$ cat config.mk
export PLATFORM = sky130hd
export DESIGN_NAME = rnde_cmd_fifo
export DESIGN_NICKNAME = d
export VERILOG_FILES = /design/src/rtl/core/rnde_pkg.sv /design/src/rtl/core/rnde_cmd_fifo.sv
export SDC_FILE = /design/constraint.sdc
export NUM_CORES = 1
export LEC_CHECK = 0
export BUFFER_PORTS_ARGS = -buffer_cell sky130_fd_sc_hd__buf_2
export CAP_MARGIN = 20
export CORE_MARGIN = 2
export CORE_UTILIZATION = 56
export DETAILED_ROUTE_END_ITERATION = 10
export GPL_TIMING_DRIVEN = 0
export PLACE_DENSITY = 0.78
export SKIP_CTS_REPAIR_TIMING = 1
export SLEW_MARGIN = 15
export SYNTH_ARGS = -nofsm -noshare
export SYNTH_HDL_FRONTEND = slang
export SYNTH_SLANG_ARGS = --single-unit
export TNS_END_PERCENT = 10
$ cat constraint.sdc
create_clock -name clock -period 2.1 [get_ports clock]
set_input_delay 0.21 -clock clock [delete_from_list [all_inputs] [get_ports clock]]
set_output_delay 0.21 -clock clock [all_outputs]
set_load 0.05 [all_outputs]
$ cat src/rtl/core/rnde_pkg.sv
`timescale 1ns / 1ps

package rnde_pkg;

   // Line store and frame limits
   localparam int MAX_WIDTH  = 2048;
   localparam int MAX_HEIGHT = 2048;

   // Field widths
   localparam int DIM_W = 12;
   localparam int THR_W = 10;
   localparam int CHN_W = 8;
   localparam int SUM_W = 10;

   localparam int DIM_MAX    = (1 << DIM_W) - 1;
   localparam int WIDTH_LIM  = (MAX_WIDTH < DIM_MAX) ? MAX_WIDTH : DIM_MAX;
   localparam int HEIGHT_LIM = (MAX_HEIGHT < DIM_MAX) ? MAX_HEIGHT : DIM_MAX;

   localparam int COL_W   = $clog2(MAX_WIDTH);
   localparam int ROW_W   = DIM_W + 1;
   localparam int POS_W   = ROW_W + DIM_W;
   localparam int TOTAL_W = $clog2(WIDTH_LIM * HEIGHT_LIM + 1);
   localparam int LINE_W  = 2 * SUM_W;

   // Command queue between front and back
   localparam int CMD_DEPTH = 4;

   // Register map
   localparam int PADDR_W   = 4;
   localparam int REG_IDX_W = 2;
   localparam int PDATA_W   = 32;
   localparam logic [REG_IDX_W-1:0] REG_FRAME_WIDTH  = 2'd0;
   localparam logic [REG_IDX_W-1:0] REG_FRAME_HEIGHT = 2'd1;
   localparam logic [REG_IDX_W-1:0] REG_THRESHOLD    = 2'd2;

   localparam logic [DIM_W-1:0] FRAME_WIDTH_RST  = 12'd640;
   localparam logic [DIM_W-1:0] FRAME_HEIGHT_RST = 12'd480;
   localparam logic [THR_W-1:0] THRESHOLD_RST    = 10'd100;

   localparam logic KIND_PIXEL = 1'b0;
   localparam logic KIND_DRAIN = 1'b1;

   typedef struct packed {
      logic             kind;
      logic [CHN_W-1:0] red;
      logic [CHN_W-1:0] green;
      logic [CHN_W-1:0] blue;
   } rnde_req_type;

   typedef struct packed {
      logic edge_res;
      logic last;
   } rnde_rsp_type;

   typedef struct packed {
      logic [DIM_W-1:0] frame_width;
      logic [DIM_W-1:0] frame_height;
      logic [THR_W-1:0] threshold;
   } rnde_cfg_type;

   // One line store update, with what the back needs to score the centre pixel
   typedef struct packed {
      logic [COL_W-1:0] col;
      logic [SUM_W-1:0] bottom;
      logic             emit;
      logic             last;
      logic             top_ok;
      logic             bot_ok;
      logic             left_ok;
      logic             right_ok;
   } rnde_cmd_type;

endpackage

$ cat src/rtl/core/rnde_cmd_fifo.sv
`timescale 1ns / 1ps

module rnde_cmd_fifo (
   input  logic                  clock,
   input  logic                  reset,
   input  logic                  push,
   input  rnde_pkg::rnde_cmd_type push_data,
   input  logic                  pop,
   output rnde_pkg::rnde_cmd_type head,
   output logic                  full,
   output logic                  empty
);

   localparam int PTR_W = $clog2(rnde_pkg::CMD_DEPTH);
   localparam int CNT_W = $clog2(rnde_pkg::CMD_DEPTH + 1);

   rnde_pkg::rnde_cmd_type entry_ff [rnde_pkg::CMD_DEPTH];
   logic [PTR_W-1:0] wr_ptr_ff, wr_ptr_in;
   logic [PTR_W-1:0] rd_ptr_ff, rd_ptr_in;
   logic [CNT_W-1:0] count_ff, count_in;

   assign full  = (count_ff == CNT_W'(rnde_pkg::CMD_DEPTH));
   assign empty = (count_ff == '0);
   assign head  = entry_ff[rd_ptr_ff];

   always_comb begin
      wr_ptr_in = wr_ptr_ff;
      rd_ptr_in = rd_ptr_ff;
      count_in  = count_ff;
      if (push) begin
         wr_ptr_in = (wr_ptr_ff == PTR_W'(rnde_pkg::CMD_DEPTH - 1)) ? '0 : wr_ptr_ff + 1'b1;
      end
      if (pop) begin
         rd_ptr_in = (rd_ptr_ff == PTR_W'(rnde_pkg::CMD_DEPTH - 1)) ? '0 : rd_ptr_ff + 1'b1;
      end
      if (push && !pop) begin
         count_in = count_ff + 1'b1;
      end else if (pop && !push) begin
         count_in = count_ff - 1'b1;
      end
   end

   always_ff @(posedge clock) begin
      if (reset) begin
         wr_ptr_ff <= '0;
         rd_ptr_ff <= '0;
         count_ff  <= '0;
      end else begin
         wr_ptr_ff <= wr_ptr_in;
         rd_ptr_ff <= rd_ptr_in;
         count_ff  <= count_in;
      end
   end

   always_ff @(posedge clock) begin
      if (push) begin
         entry_ff[wr_ptr_ff] <= push_data;
      end
   end

endmodule

==> results of run 1 <==
[stage by stage]
step,instance area (um2),hold slack [ns]
after floorplan,4380,0.279
after CTS,5410,-0.0999
after global routing,5890,0.0788
final,5890,0.0411
after detailed placement,4810,0.428
after global placement,4810,0.422
[path summary, 6_finish.rpt]
path | startpoint | end | slack, ns
worst max-delay path | register | head[21] | 0.003
worst min-delay path | pop | rd_ptr_ff[1] | 0.04
worst max register to register | wr_ptr_ff[0] | entry_ff[3][0] | 0.48
worst min register to register | count_ff[2] | count_ff[2] | 0.52
[Yosys cell counts (all sizes together)]
master	instances
mux4	27
inv	4
fa	1
o21ai	1
nor3	1
dfxtp	9
buf	6
xor2	2
or3	1
nor3b	2
mux2i	4
ha	6
edfxtp	108
nor2	7
a21oi	2
and2	4
[power breakdown]
| group | internal (mW) | switching (mW) | total, mW |
|---|---|---|---|
| Sequential | 2.67 | 0.0407 | 2.71 |
| Combinational | 0.338 | 0.517 | 0.854 |
| Clock | 1.81 | 1.01 | 2.82 |
[worst register-to-register path, stage by stage, from the launching register on]
cell,delay (ns)
dfxtp_1,0.40
ha_1,0.19
and2_2,0.65
[state kept, by name, summed over array words and instances (netlist names), named ones only]
name / cells
count_ff: 3
rd_ptr_ff: 2
entry_ff: 108
wr_ptr_ff: 2
[cells by family (layout without fill, tap and decap cells)]
kind of cell / after synthesis / after routing / share of synthesized area (%)
mux: 31 / 31 / 15.4
compound gates: 3 / 3 / 0.342
simple gates: 15 / 15 / 1.77
xor+xnor: 2 / 2 / 0.400
buf+inv: 10 / 136 / 1.85
flops: 117 / 117 / 78.1
fa+ha+maj: 7 / 7 / 2.17
[layout make-up]
cell class	instances	area, um2	share of cell area, %
plain buffers	6	75.1	1.27
clock buffers	17	414	7.03
clock inverters	15	180	3.06
inverters	4	15.0	0.255
multi-input cells	58	870	14.8
flip-flops and latches	117	3420	58.1
well taps	102	128	2.17
repair buffers	94	785	13.3
[metal layers]
layer,part of all wire [%],routed length [um],up-vias
met5,0,0,-
met3,3.9,314,12
li1,-,-,991
met2,54,4340,65
met4,1.9,150,0
met1,41,3280,1112
==> reports/metrics.cfg, run 1 <==
[grt]
grt_pass1_wl_mm=11.1
grtUsageMet2_pct=32.4
grt_max_degree=28
top_usage_layer=met2
grt_pass1_vias=2143
antenna_found_initial=0
overflow=0
grt.met1_usage_pct=20.8
grt_usage_pct=18.5
grtUsageMet3_pct=5.53

[worst_setup_path]
worstPathRequired_ns=1.89
cp.depth=4
path_cells=buf_8 > clkbuf_16 > mux4_2 > buf_6
arrival_ns=1.89
cp-end-kind=output pin
worst_path_largest_cell_delay_ns=0.53
rr_worst_depth=2
crit_buf_inv=3
cpLargestDelayFamily=multiplexers
cp-start-kind=register
path_max_fanout=6
path_class=reg2out
slowest_stage=mux4_2

[routing]
dr.pass1.iters=4
vias_per_cell=5.28
drt-total-wl_mm=8.08
routed-via-count=2180
ant_nets=0
drc=0
drtIter0Drc=141
routedWlPerCell_um=19.6

[timing]
relSlewSlack_pct=48.1
worst_pin_slew_ns=0.779
finalSetupTns_ns=0
finClkSkew_ns=0.00572
rsz0062_at_grt=yes
hold_viol=0
setup_violations=0
worst_slack_ns=0.00334
maxSlewViolCount=0
final.period_utilization_pct=99.8
fmax_ghz=0.477
min_period_ns=2.10

[hold_path]
hold_class=in2reg
hold-path-cell-count=3

[run_status]
status=finished, final reports clean

[power]
p_per_area_nw_per_um2=1080
finalPower_mw=6.38
max-vdd-ir-drop_mv=0.760
p_leak_nw=2.12

[finish]
mostFrequentLayoutCell=edfxtp_1
antennaDiodeCount=0
fin_util_pct=77.0
fillCellCount=423
finalNetCount=336
final_cell_mix=edfxtp_1 (108), buf_2 (40), dlygate4sd3_1 (28), mux4_2 (24), buf_6 (19)
areaGrowthSynthToFinish_pct=34.4
fin_cells=413
drive_gt1_share_pct=42.4

[synth]
synth-seq-cells=117
synth_top_cell_area_share_pct=74.0
synth_area_um2=4380
yosys.area.top_type=edfxtp_1
synth_fp_nets=223
ys_warn_count=0
syn_avg_cell_area_um2=23.7
ys_seq_area_share_pct=78.1
synth_area_leaders=edfxtp_1 (74%), mux4_2 (10%), mux4_1 (4.2%)
synth_cell_types=19
synthCells=185

[place]
portBuffers=59
gp_congestion=0.666
hpwl_mm=4.30
placed_cells=346
pre_cts_ws_ns=0.360

[floorplan]
dieArea_um2=8550
die_x_um=92.5
die_h_um=92.5
ios=60
fp.coreArea_um2=7650
rows=32
initial_utilization_pct=57.3

[clocking]
cts_made_buffers=17
clk_latency_ns=0.51
cts_buffer_depth=2
clock-sinks=117
cts_tree=done
root_buffer=clkbuf_8
clkTransAtPathRegs_ns=0.06
h-tree-depth=4

[job]
cap_violations=0

Note: power is estimated with default switching activity, not from simulation.
==> inputs of run 2 (changes only) <==
PLACE_DENSITY = 0.82   (was 0.78)
==> run 2 against run 1 <==
- total power about the same
- register-to-register slack about the same
- clock power about the same
- die area unchanged
- sequential cell count unchanged
- design area about the same
- sequential share of layout area about the same
- critical path type unchanged
- cell count down 0.48%
- critical path depth unchanged
- clock skew down 0.0011 ns
- maximum frequency about the same
- via count down 0.23%
==> reports/metrics.cfg, run 2 (synthesis results as in run 1) <==
[timing]
hold_viol=0
finClkSkew_ns=0.00465
final.period_utilization_pct=99.8
min_period_ns=2.10
relSlewSlack_pct=48.1
worst_pin_slew_ns=0.778
maxSlewViolCount=0
rsz0062_at_grt=yes
setup_violations=0
fmax_ghz=0.477

[hold_path]
hold_class=in2reg

[power]
p_per_area_nw_per_um2=1080
p_leak_nw=2.14
max-vdd-ir-drop_mv=0.655

[worst_setup_path]
worst_path_largest_cell_delay_ns=0.58
slowest_stage=mux4_1
path_cells=buf_8 > buf_12 > mux4_1 > buf_6
cp-start-kind=register
arrival_ns=1.89
path_class=reg2out
worstPathRequired_ns=1.89
path_max_fanout=5
cp-end-kind=output pin

[routing]
ant_nets=0
drc=0
drt-total-wl_mm=7.91
dr.pass1.iters=4
routedWlPerCell_um=19.3
drtIter0Drc=135
vias_per_cell=5.29
routed-via-count=2175

[floorplan]
die_h_um=92.5
rows=32
fp.coreArea_um2=7650
initial_utilization_pct=57.3
ios=60
die_x_um=92.5
dieArea_um2=8550

[place]
gp_congestion=0.658
hpwl_mm=4.20
dpl_cell_area_um2=4810
portBuffers=59

[clocking]
h-tree-depth=4
clkTransAtPathRegs_ns=0.05
clk_latency_ns=0.50
cts_buffer_depth=2
cts_made_buffers=17
cts_tree=done
clock-sinks=117
root_buffer=clkbuf_8

[finish]
largest-register=entry_ff
fillCellCount=408
antennaDiodeCount=0
fin_util_pct=77.1
mostFrequentLayoutCell=edfxtp_1
areaGrowthSynthToFinish_pct=34.5
multi_input_area_um2=881
largest_reg_flops=108
finalNetCount=335
reg_top3=entry_ff: 108 flops, count_ff: 3 flops
drive_gt1_share_pct=39.8
final-seq-area_um2=3430
final_cell_mix=edfxtp_1 (108), buf_2 (40), dlygate4sd3_1 (28), mux4_2 (21), clkbuf_16 (19)
postLayoutCellArea_um2=5900

[grt]
overflow=0
grt_pass1_wl_mm=10.9
antenna_found_initial=0
grt_usage_pct=18.3
grt_pass1_vias=2144
grt_max_degree=28

[run_status]
status=finished, final reports clean

[job]
cap_violations=0

-- run 2: path summary, 6_finish.rpt --
kind	start	to	slack, ns	depth (start not counted)
setup / recovery	register	head[18]	0.004	4
hold / removal	push	wr_ptr_ff[0]	0.06	3
setup reg to reg	wr_ptr_ff[0]	entry_ff[3][12]	0.48	2
hold reg to reg	count_ff[2]	count_ff[2]	0.51	2
-- run 2: where the power goes --
group,leakage [nW],switching [mW],internal (mW)
combinational,0.787,0.508,0.336
clock,0.288,0.938,1.89
sequential,1.07,0.0402,2.67
-- run 2: layout make-up --
class | count | area share [%]
well taps | 102 | 2.16
plain buffers | 6 | 1.27
multi-input cells | 58 | 14.9
inverters | 4 | 0.255
clock inverters | 13 | 2.78
clock buffers | 18 | 7.09
repair buffers | 93 | 13.4
flip-flops and latches | 117 | 58.1
-- run 2: through the flow --
step | hold slack [ns] | TNS (ns) | total power, mW | setup WS (ns) | std cells
finish | 0.0571 | 0 | 6.38 | 0.00350 | 411
floorplan | 0.279 | 0 | 3.27 | 0.388 | 185
CTS | -0.105 | -1.50 | 6.28 | -0.102 | 377
global route | 0.0891 | -0.433 | 6.58 | -0.0432 | 411
global placement | 0.421 | -0.190 | 3.44 | -0.00835 | 346
detailed placement | 0.426 | 0 | 3.46 | 0.387 | 346
-- run 2: layer usage --
| layer | track usage, % | vias to the layer above | routed length, um |
|---|---|---|---|
| met5 | 0 | - | 0 |
| met4 | 7.09 | 0 | 59 |
| met3 | 6.75 | 6 | 310 |
| met2 | 30.2 | 49 | 4190 |
| met1 | 22.2 | 1123 | 3360 |
| li1 | - | 997 | - |
-- run 2: critical path, delay by kind of cell, from the launching register on --
| family | cells | cell delay [ns] |
|---|---|---|
| buf+inv | 3 | 0.43 |
| mux | 1 | 0.58 |
| flops | 1 | 0.37 |
