`src/rtl/core/rnde_pkg.sv`:
```
`timescale 1ns / 1ps

package rnde_pkg;

   // Line store and frame limits
   localparam int MAX_WIDTH  = 2048;
   localparam int MAX_HEIGHT = 2048;

   // Field widths
   localparam int DIM_W = 12;
   localparam int THR_W = 10;
   localparam int CHN_W = 8;
   localparam int SUM_W = 10;

   localparam int DIM_MAX    = (1 << DIM_W) - 1;
   localparam int WIDTH_LIM  = (MAX_WIDTH < DIM_MAX) ? MAX_WIDTH : DIM_MAX;
   localparam int HEIGHT_LIM = (MAX_HEIGHT < DIM_MAX) ? MAX_HEIGHT : DIM_MAX;

   localparam int COL_W   = $clog2(MAX_WIDTH);
   localparam int ROW_W   = DIM_W + 1;
   localparam int POS_W   = ROW_W + DIM_W;
   localparam int TOTAL_W = $clog2(WIDTH_LIM * HEIGHT_LIM + 1);
   localparam int LINE_W  = 2 * SUM_W;

   // Command queue between front and back
   localparam int CMD_DEPTH = 4;

   // Register map
   localparam int PADDR_W   = 4;
   localparam int REG_IDX_W = 2;
   localparam int PDATA_W   = 32;
   localparam logic [REG_IDX_W-1:0] REG_FRAME_WIDTH  = 2'd0;
   localparam logic [REG_IDX_W-1:0] REG_FRAME_HEIGHT = 2'd1;
   localparam logic [REG_IDX_W-1:0] REG_THRESHOLD    = 2'd2;

   localparam logic [DIM_W-1:0] FRAME_WIDTH_RST  = 12'd640;
   localparam logic [DIM_W-1:0] FRAME_HEIGHT_RST = 12'd480;
   localparam logic [THR_W-1:0] THRESHOLD_RST    = 10'd100;

   localparam logic KIND_PIXEL = 1'b0;
   localparam logic KIND_DRAIN = 1'b1;

   typedef struct packed {
      logic             kind;
      logic [CHN_W-1:0] red;
      logic [CHN_W-1:0] green;
      logic [CHN_W-1:0] blue;
   } rnde_req_type;

   typedef struct packed {
      logic edge_res;
      logic last;
   } rnde_rsp_type;

   typedef struct packed {
      logic [DIM_W-1:0] frame_width;
      logic [DIM_W-1:0] frame_height;
      logic [THR_W-1:0] threshold;
   } rnde_cfg_type;

   // One line store update, with what the back needs to score the centre pixel
   typedef struct packed {
      logic [COL_W-1:0] col;
      logic [SUM_W-1:0] bottom;
      logic             emit;
      logic             last;
      logic             top_ok;
      logic             bot_ok;
      logic             left_ok;
      logic             right_ok;
   } rnde_cmd_type;

endpackage

```
`src/rtl/core/rnde_front.sv`:
```
`timescale 1ns / 1ps

module rnde_front (
   input  logic                   clock,
   input  logic                   reset,
   input  rnde_pkg::rnde_cfg_type cfg,
   input  logic                   geom_wr,
   input  logic                   req_valid,
   output logic                   req_ready,
   input  rnde_pkg::rnde_req_type req_data,
   input  logic                   cmd_full,
   output logic                   cmd_push,
   output rnde_pkg::rnde_cmd_type cmd_data
);

   localparam int DIM_W   = rnde_pkg::DIM_W;
   localparam int COL_W   = rnde_pkg::COL_W;
   localparam int ROW_W   = rnde_pkg::ROW_W;
   localparam int POS_W   = rnde_pkg::POS_W;
   localparam int OUT_W   = rnde_pkg::TOTAL_W;
   localparam int SUM_W   = rnde_pkg::SUM_W;
   localparam int EXT_W   = ((COL_W > DIM_W) ? COL_W : DIM_W) + 1;
   localparam int CNT_W   = $clog2(OUT_W + 1);

   localparam logic [1:0] RB_IDLE  = 2'd0;
   localparam logic [1:0] RB_TOTAL = 2'd1;
   localparam logic [1:0] RB_POS   = 2'd2;
   localparam logic [1:0] RB_DIV   = 2'd3;

   logic [1:0]       state_ff, state_in;
   logic [COL_W-1:0] col_ff, col_in;
   logic [ROW_W-1:0] row_ff, row_in;
   logic [POS_W-1:0] pos_ff, pos_in;
   logic [OUT_W-1:0] out_ff, out_in;
   logic [COL_W-1:0] ox_ff, ox_in;
   logic [OUT_W-1:0] oy_ff, oy_in;
   logic [OUT_W-1:0] total_ff, total_in;
   logic [DIM_W-1:0] div_rem_ff, div_rem_in;
   logic [OUT_W-1:0] div_quo_ff, div_quo_in;
   logic [CNT_W-1:0] div_cnt_ff, div_cnt_in;

   logic [DIM_W-1:0]       w, h;
   logic [2*DIM_W-1:0]     area;
   logic [ROW_W+DIM_W-1:0] row_prod;
   logic [DIM_W:0]         div_shift;
   logic [DIM_W:0]         div_diff;
   logic                   div_ge;
   logic                   fire, pos_lt_total, out_done, is_drain_kind, drain;
   logic                   ignore, clear, update, emit, last;
   logic [SUM_W-1:0]       pix_sum, bottom;
   logic [EXT_W-1:0]       col_p1, ox_p1;
   logic                   col_wrap, ox_wrap;

   // Clamp the geometry to what the line store holds
   always_comb begin
      if (cfg.frame_width == '0) begin
         w = DIM_W'(1);
      end else if (cfg.frame_width > DIM_W'(rnde_pkg::WIDTH_LIM)) begin
         w = DIM_W'(rnde_pkg::WIDTH_LIM);
      end else begin
         w = cfg.frame_width;
      end
      if (cfg.frame_height == '0) begin
         h = DIM_W'(1);
      end else if (cfg.frame_height > DIM_W'(rnde_pkg::HEIGHT_LIM)) begin
         h = DIM_W'(rnde_pkg::HEIGHT_LIM);
      end else begin
         h = cfg.frame_height;
      end
   end

   assign area      = w * h;
   assign row_prod  = row_ff * w;
   assign div_shift = {div_rem_ff, div_quo_ff[OUT_W-1]};
   assign div_ge    = (div_shift >= {1'b0, w});
   assign div_diff  = div_shift - {1'b0, w};

   assign req_ready = (state_ff == RB_IDLE) && !cmd_full;
   assign fire      = req_valid && req_ready;

   // Classify the request
   assign pos_lt_total  = (pos_ff < POS_W'(total_ff));
   assign out_done      = (out_ff >= total_ff);
   assign is_drain_kind = (req_data.kind == rnde_pkg::KIND_DRAIN);
   assign drain         = is_drain_kind || !pos_lt_total;
   assign ignore        = is_drain_kind && pos_lt_total;
   assign clear         = !pos_lt_total && out_done;
   assign update        = !ignore && !clear;
   assign emit          = update && (pos_ff >= POS_W'(w) + 1'b1) && !out_done;
   assign last          = emit && ((OUT_W+1)'(out_ff) + 1'b1 == (OUT_W+1)'(total_ff));

   assign pix_sum = SUM_W'(req_data.red) + SUM_W'(req_data.green) + SUM_W'(req_data.blue);
   assign bottom  = drain ? '0 : pix_sum;

   assign col_p1   = EXT_W'(col_ff) + 1'b1;
   assign col_wrap = (col_p1 >= EXT_W'(w));
   assign ox_p1    = EXT_W'(ox_ff) + 1'b1;
   assign ox_wrap  = (ox_p1 >= EXT_W'(w));

   always_comb begin
      cmd_data.col      = col_ff;
      cmd_data.bottom   = bottom;
      cmd_data.emit     = emit;
      cmd_data.last     = last;
      cmd_data.top_ok   = (oy_ff != '0);
      cmd_data.bot_ok   = ((OUT_W+1)'(oy_ff) + 1'b1 < (OUT_W+1)'(h));
      cmd_data.left_ok  = (ox_ff != '0);
      cmd_data.right_ok = !ox_wrap;
   end

   assign cmd_push = fire && update;

   always_comb begin
      state_in   = state_ff;
      col_in     = col_ff;
      row_in     = row_ff;
      pos_in     = pos_ff;
      out_in     = out_ff;
      ox_in      = ox_ff;
      oy_in      = oy_ff;
      total_in   = total_ff;
      div_rem_in = div_rem_ff;
      div_quo_in = div_quo_ff;
      div_cnt_in = div_cnt_ff;
      case (state_ff)
         RB_TOTAL: begin
            total_in = OUT_W'(area);
            state_in = RB_POS;
         end
         RB_POS: begin
            pos_in     = POS_W'(row_prod) + POS_W'(col_ff);
            div_rem_in = '0;
            div_quo_in = out_ff;
            div_cnt_in = CNT_W'(OUT_W);
            state_in   = RB_DIV;
         end
         RB_DIV: begin
            // one quotient bit a cycle: out / w gives the output row and column
            div_rem_in = div_ge ? div_diff[DIM_W-1:0] : div_shift[DIM_W-1:0];
            div_quo_in = {div_quo_ff[OUT_W-2:0], div_ge};
            div_cnt_in = div_cnt_ff - 1'b1;
            if (div_cnt_ff == CNT_W'(1)) begin
               ox_in    = COL_W'(div_rem_in);
               oy_in    = div_quo_in;
               state_in = RB_IDLE;
            end
         end
         RB_IDLE: begin
            if (fire) begin
               if (update) begin
                  if (col_wrap) begin
                     col_in = '0;
                     row_in = row_ff + 1'b1;
                     pos_in = pos_ff - POS_W'(col_ff) + POS_W'(w);
                  end else begin
                     col_in = COL_W'(col_p1);
                     pos_in = pos_ff + 1'b1;
                  end
                  if (emit) begin
                     out_in = out_ff + 1'b1;
                     if (ox_wrap) begin
                        ox_in = '0;
                        oy_in = oy_ff + 1'b1;
                     end else begin
                        ox_in = COL_W'(ox_p1);
                     end
                  end
               end
               if (clear || last) begin
                  col_in = '0;
                  row_in = '0;
                  pos_in = '0;
                  out_in = '0;
                  ox_in  = '0;
                  oy_in  = '0;
               end
            end
         end
         default: begin
            state_in = RB_IDLE;
         end
      endcase
      // a new geometry restarts the rebuild of the derived counters
      if (geom_wr) begin
         state_in = RB_TOTAL;
      end
   end

   always_ff @(posedge clock) begin
      if (reset) begin
         state_ff <= RB_TOTAL;
         col_ff   <= '0;
         row_ff   <= '0;
         pos_ff   <= '0;
         out_ff   <= '0;
         ox_ff    <= '0;
         oy_ff    <= '0;
         total_ff <= '0;
      end else begin
         state_ff <= state_in;
         col_ff   <= col_in;
         row_ff   <= row_in;
         pos_ff   <= pos_in;
         out_ff   <= out_in;
         ox_ff    <= ox_in;
         oy_ff    <= oy_in;
         total_ff <= total_in;
      end
   end

   always_ff @(posedge clock) begin
      div_rem_ff <= div_rem_in;
      div_quo_ff <= div_quo_in;
      div_cnt_ff <= div_cnt_in;
   end

endmodule

```
`config.mk`:
```
export PLATFORM = sky130hd
export DESIGN_NAME = rnde_front
export DESIGN_NICKNAME = d
export VERILOG_FILES = /design/src/rtl/core/rnde_pkg.sv /design/src/rtl/core/rnde_front.sv
export SDC_FILE = /design/constraint.sdc
export NUM_CORES = 1
export LEC_CHECK = 0
export ABC_AREA = 0
export BUFFER_PORTS_ARGS = -buffer_cell sky130_fd_sc_hd__buf_2
export CAP_MARGIN = 20
export CORE_MARGIN = 1.5
export CORE_UTILIZATION = 60
export DETAILED_ROUTE_END_ITERATION = 8
export PLACE_DENSITY = 0.77
export SETUP_SLACK_MARGIN = 0.1
export SYNTH_ARGS = -nofsm -noshare
export SYNTH_HDL_FRONTEND = slang
export SYNTH_SLANG_ARGS = --single-unit
```
`constraint.sdc`:
```
create_clock -name clock -period 13.35 [get_ports clock]
set_input_delay 0.6675 -clock clock [delete_from_list [all_inputs] [get_ports clock]]
set_output_delay 0.6675 -clock clock [all_outputs]
set_load 0.02 [all_outputs]
```
==> summary.txt <==
Route
  • Remaining antenna violation count: 0
  • DR WL/cell: just over 20 um
  • Vias per Instance: slightly above 6
  • DR vias: between 20k and 25k
  • WL final: roughly 73 mm
  • DRC errors left: 5
  • 1st-iter DRT viols: approximately 2.4k
  • TritonRoute pass-1 iters: 9

Synth
  • Post-synth EDFFs: 40
  • Sequential fraction of the synthesis area: 0.152
  • Syn Nets: around 3.6k
  • Post-synthesis async set-or-reset flop share: 0
  • Primary FF master, synth: dfxtp_1
  • XOR/XNOR Fraction of Synth Area: 0.0638
  • Adder-Cell Fraction of Synth Area: 0.346
  • Yosys reg bits: around 170
  • Post-synthesis mux area share: 0.0242
  • Largest family of logic cells by synthesized area: adder cells
  • YS warnings: 0
  • Yosys top cell by area: fa_1
  • Top cell type's share of synthesized area: 0.191
  • Synth Area in Simple Gates: 0.180
  • Main area contributors after synthesis: fa_1 (19%), ha_1 (15%), dfxtp_1 (10%), inv_1 (6.3%), xnor2_1 (4.9%)
  • Syn Inst Count: between 3k and 4k
  • Post-synth cell types: approximately 90
  • Synth Area in Compound Gates: 0.146
  • Synth Area per Inst: a little over 8 um^2
  • Most frequent cells after synthesis: inv_1 (421), ha_1 (310), nand2_1 (291), nor2_1 (245), fa_1 (240)
  • Most common cell in the netlist: inv_1
  • Syn Std Cell Area: 25100 um^2

Floorplan
  • DIE AREA: ~43000 um^2
  • Core area: 41000 um^2
  • Initial Util: 0.612
  • Chip width: around 210 um
  • Num ports: 93
  • Die Height: roughly 210 um
  • Row cnt: 74

Cells and area
  • Filler cells: about 3.4k
  • Layout cell share with drive strength beyond 1: 0.0727
  • Fin cells: 3559
  • Area Overhead vs Synth: 5.62%
  • Antenna fix cells: 0
  • Final #Nets: 3628

Clock tree
  • Clk_lat worst skew: 0.47 ns
  • CTS Buf Count: 17
  • H-tree depth: 4
  • PostCTS Resize Cnt: 0
  • TritonCTS clock tree: done
  • CTS Buffer Depth: 2
  • Post-CTS Setup Bufs: 0
  • Clock Pin Slew Worst Setup and Hold Paths: around 0.080 ns
  • Hold buffer count at CTS: 0
  • Root Buffer: clkbuf_16
  • Sinks on Clock Net: approximately 170

Pwr
  • Switching Fraction: 0.420
  • Clock share of power: 0.262
  • P_sw: roughly 0.9 mW
  • Pwr dens: around 80 nW/um^2
  • Internal Power: 1.23 mW
  • Comb pwr share: 0.430
  • Pwr Total: between 2 and 2.5 mW
  • Reg power frac: 0.308
  • Worst vdd ir: 77.8 uV
  • Leak pwr: 12.3 nW

Setup path
  • Critical path launch point type: input port
  • Worst Setup End Kind: register
  • Setup CP Type: in2reg
  • CP Max Fanout: 41
  • Critical Path AT: approximately 7.9 ns
  • CP required: 13.72 ns

Global route
  • Number of global-route vias before repair: around 22k
  • GRT Total Usage: 0.344
  • Largest net degree at the start of global routing: 56
  • First-pass GRT wire length: ~120 mm
  • Global route total overflow: 0
  • Antenna violations before repair: 1

Timing
  • Final setup vio count: 0
  • Tmin final: approximately 7.5 ns
  • Final WS setup: between 5 and 6 ns
  • Hold Slack: 0.388 ns
  • Hold Fails Final Rpt: 0
  • Slew Limit Fails: 0
  • Maximum clock frequency: roughly 0.13 GHz
  • Fin Setup TNS: 0 ns
  • Unrepaired setup endpoints after global routing: false
  • Worst-margin pin slew: around 1.1 ns
  • Tcrit/Tclk final: 0.564
  • Post-Route Skew: around 0.016 ns
  • Worst slew margin: 0.256

Status
  • Failing checks: DRC
  • Status: finished, violations left

Placed design
  • Port Buffer Count: slightly above 80
  • Placed cells: between 3k and 4k
  • DP Worst Slack: 5.54 ns
  • Post-DP HPWL: ~55 mm
  • Placer Congestion: 0.951

Run
  • Total of max-cap violations: 0

Min path
  • Hold Crit Class: in2reg
-- power groups by stage --
| stage | combinational [mW] | clock [mW] | sequential [mW] |
|---|---|---|---|
| 6_report | 0.909 | 0.554 | 0.651 |
| 3_3_place_gp | 0.854 | 0 | 0.656 |
| 5_1_grt | 1.00 | 0.577 | 0.655 |
| 2_1_floorplan | 0.666 | 0 | 0.626 |
| 3_5_place_dp | 0.885 | 0 | 0.658 |
| 4_1_cts | 0.894 | 0.556 | 0.646 |
-- final timing paths --
path,start,to,cells past startpoint,slack (ns)
setup / recovery,cfg[33],oy_ff[10],22,5.82
hold / removal,geom_wr,state_ff[1],2,0.39
setup reg to reg,row_ff[2],pos_ff[24],20,6.72
hold reg to reg,ox_ff[1],ox_ff[1],2,0.53
-- worst max-delay path, stage by stage --
cell       delay [ns]
buf_2            0.09
buf_4            0.28
nor2b_2          0.16
buf_4            0.34
clkinv_1         0.65
nor4_1           0.51
nand2_1          0.15
nor4_1           0.40
a31oi_1          0.26
ha_1             0.35
nand2_1          0.06
nor3_1           0.29
o221ai_1         0.22
a2111oi_0        0.82
nor2_1           0.12
or3_1            0.50
inv_1            0.20
a21boi_4         0.07
buf_4            0.34
a21oi_2          0.78
nand2_1          0.38
o32ai_1          0.21
-- sequential cells by signal (all words and copies together) (netlist names) --
register    flops
div_quo_ff     23
pos_ff         25
row_ff         13
div_rem_ff     12
ox_ff          11
div_cnt_ff      5
out_ff         23
col_ff         11
total_ff       23
state_ff        2
oy_ff          23
-- layout by cell type (no fill, tap or decap), types with 17 or more instances in the layout --
cell,Yosys,final
inv_1,421,421
a311oi_1,21,21
dfxtp_1,131,131
ha_1,310,310
nand3_1,76,76
nand2b_1,20,20
edfxtp_1,40,40
a211oi_1,39,38
a31oi_1,26,25
and3_1,30,30
nor4_1,28,28
mux2_2,21,21
nor2_1,245,244
mux2i_1,37,37
nand2_1,291,291
a21o_1,37,37
buf_4,4,29
fa_1,240,240
xor2_1,43,43
o21ai_0,94,94
a21oi_1,136,135
nor2b_1,35,30
buf_2,20,81
xnor2_1,140,140
clkbuf_16,0,17
nor3_1,56,56
and2_1,81,81
nand4_1,31,31
-- cell type report --
class	count	area (um^2)	share of cell area
clock buffers	18	439	0.0166
multi-input cells	2275	19100	0.721
clock inverters	14	198	0.00745
inverters	439	1650	0.0621
well taps	532	666	0.0251
flip-flops and latches	171	3820	0.144
repair buffers	110	623	0.0235
-- kinds of logic (layout without fill, tap and decap cells) --
logic type,count (synthesis),after routing
simple gates,947,947
buf+inv,572,581
fa+ha+maj,550,550
compound gates,536,536
xor+xnor,183,183
flops,171,171
mux,58,58
other cells,1,1
-- per-stage QoR --
stage / cell area (um^2) / util
CTS: 26500 / 0.646
detailed placement: 25900 / 0.631
floorplan: 25100 / -
finish: 26500 / 0.647
global placement: 25900 / 0.631
global route: 26500 / 0.647
-- routing by layer --
| layer | wire [um] | track usage |
|---|---|---|
| met3 | 7790 | 0.0699 |
| met4 | 2510 | 0.123 |
| met1 | 31200 | 0.485 |
| met5 | 0 | 0 |
| met2 | 31500 | 0.524 |
Note: power is estimated with default switching activity, not from simulation.
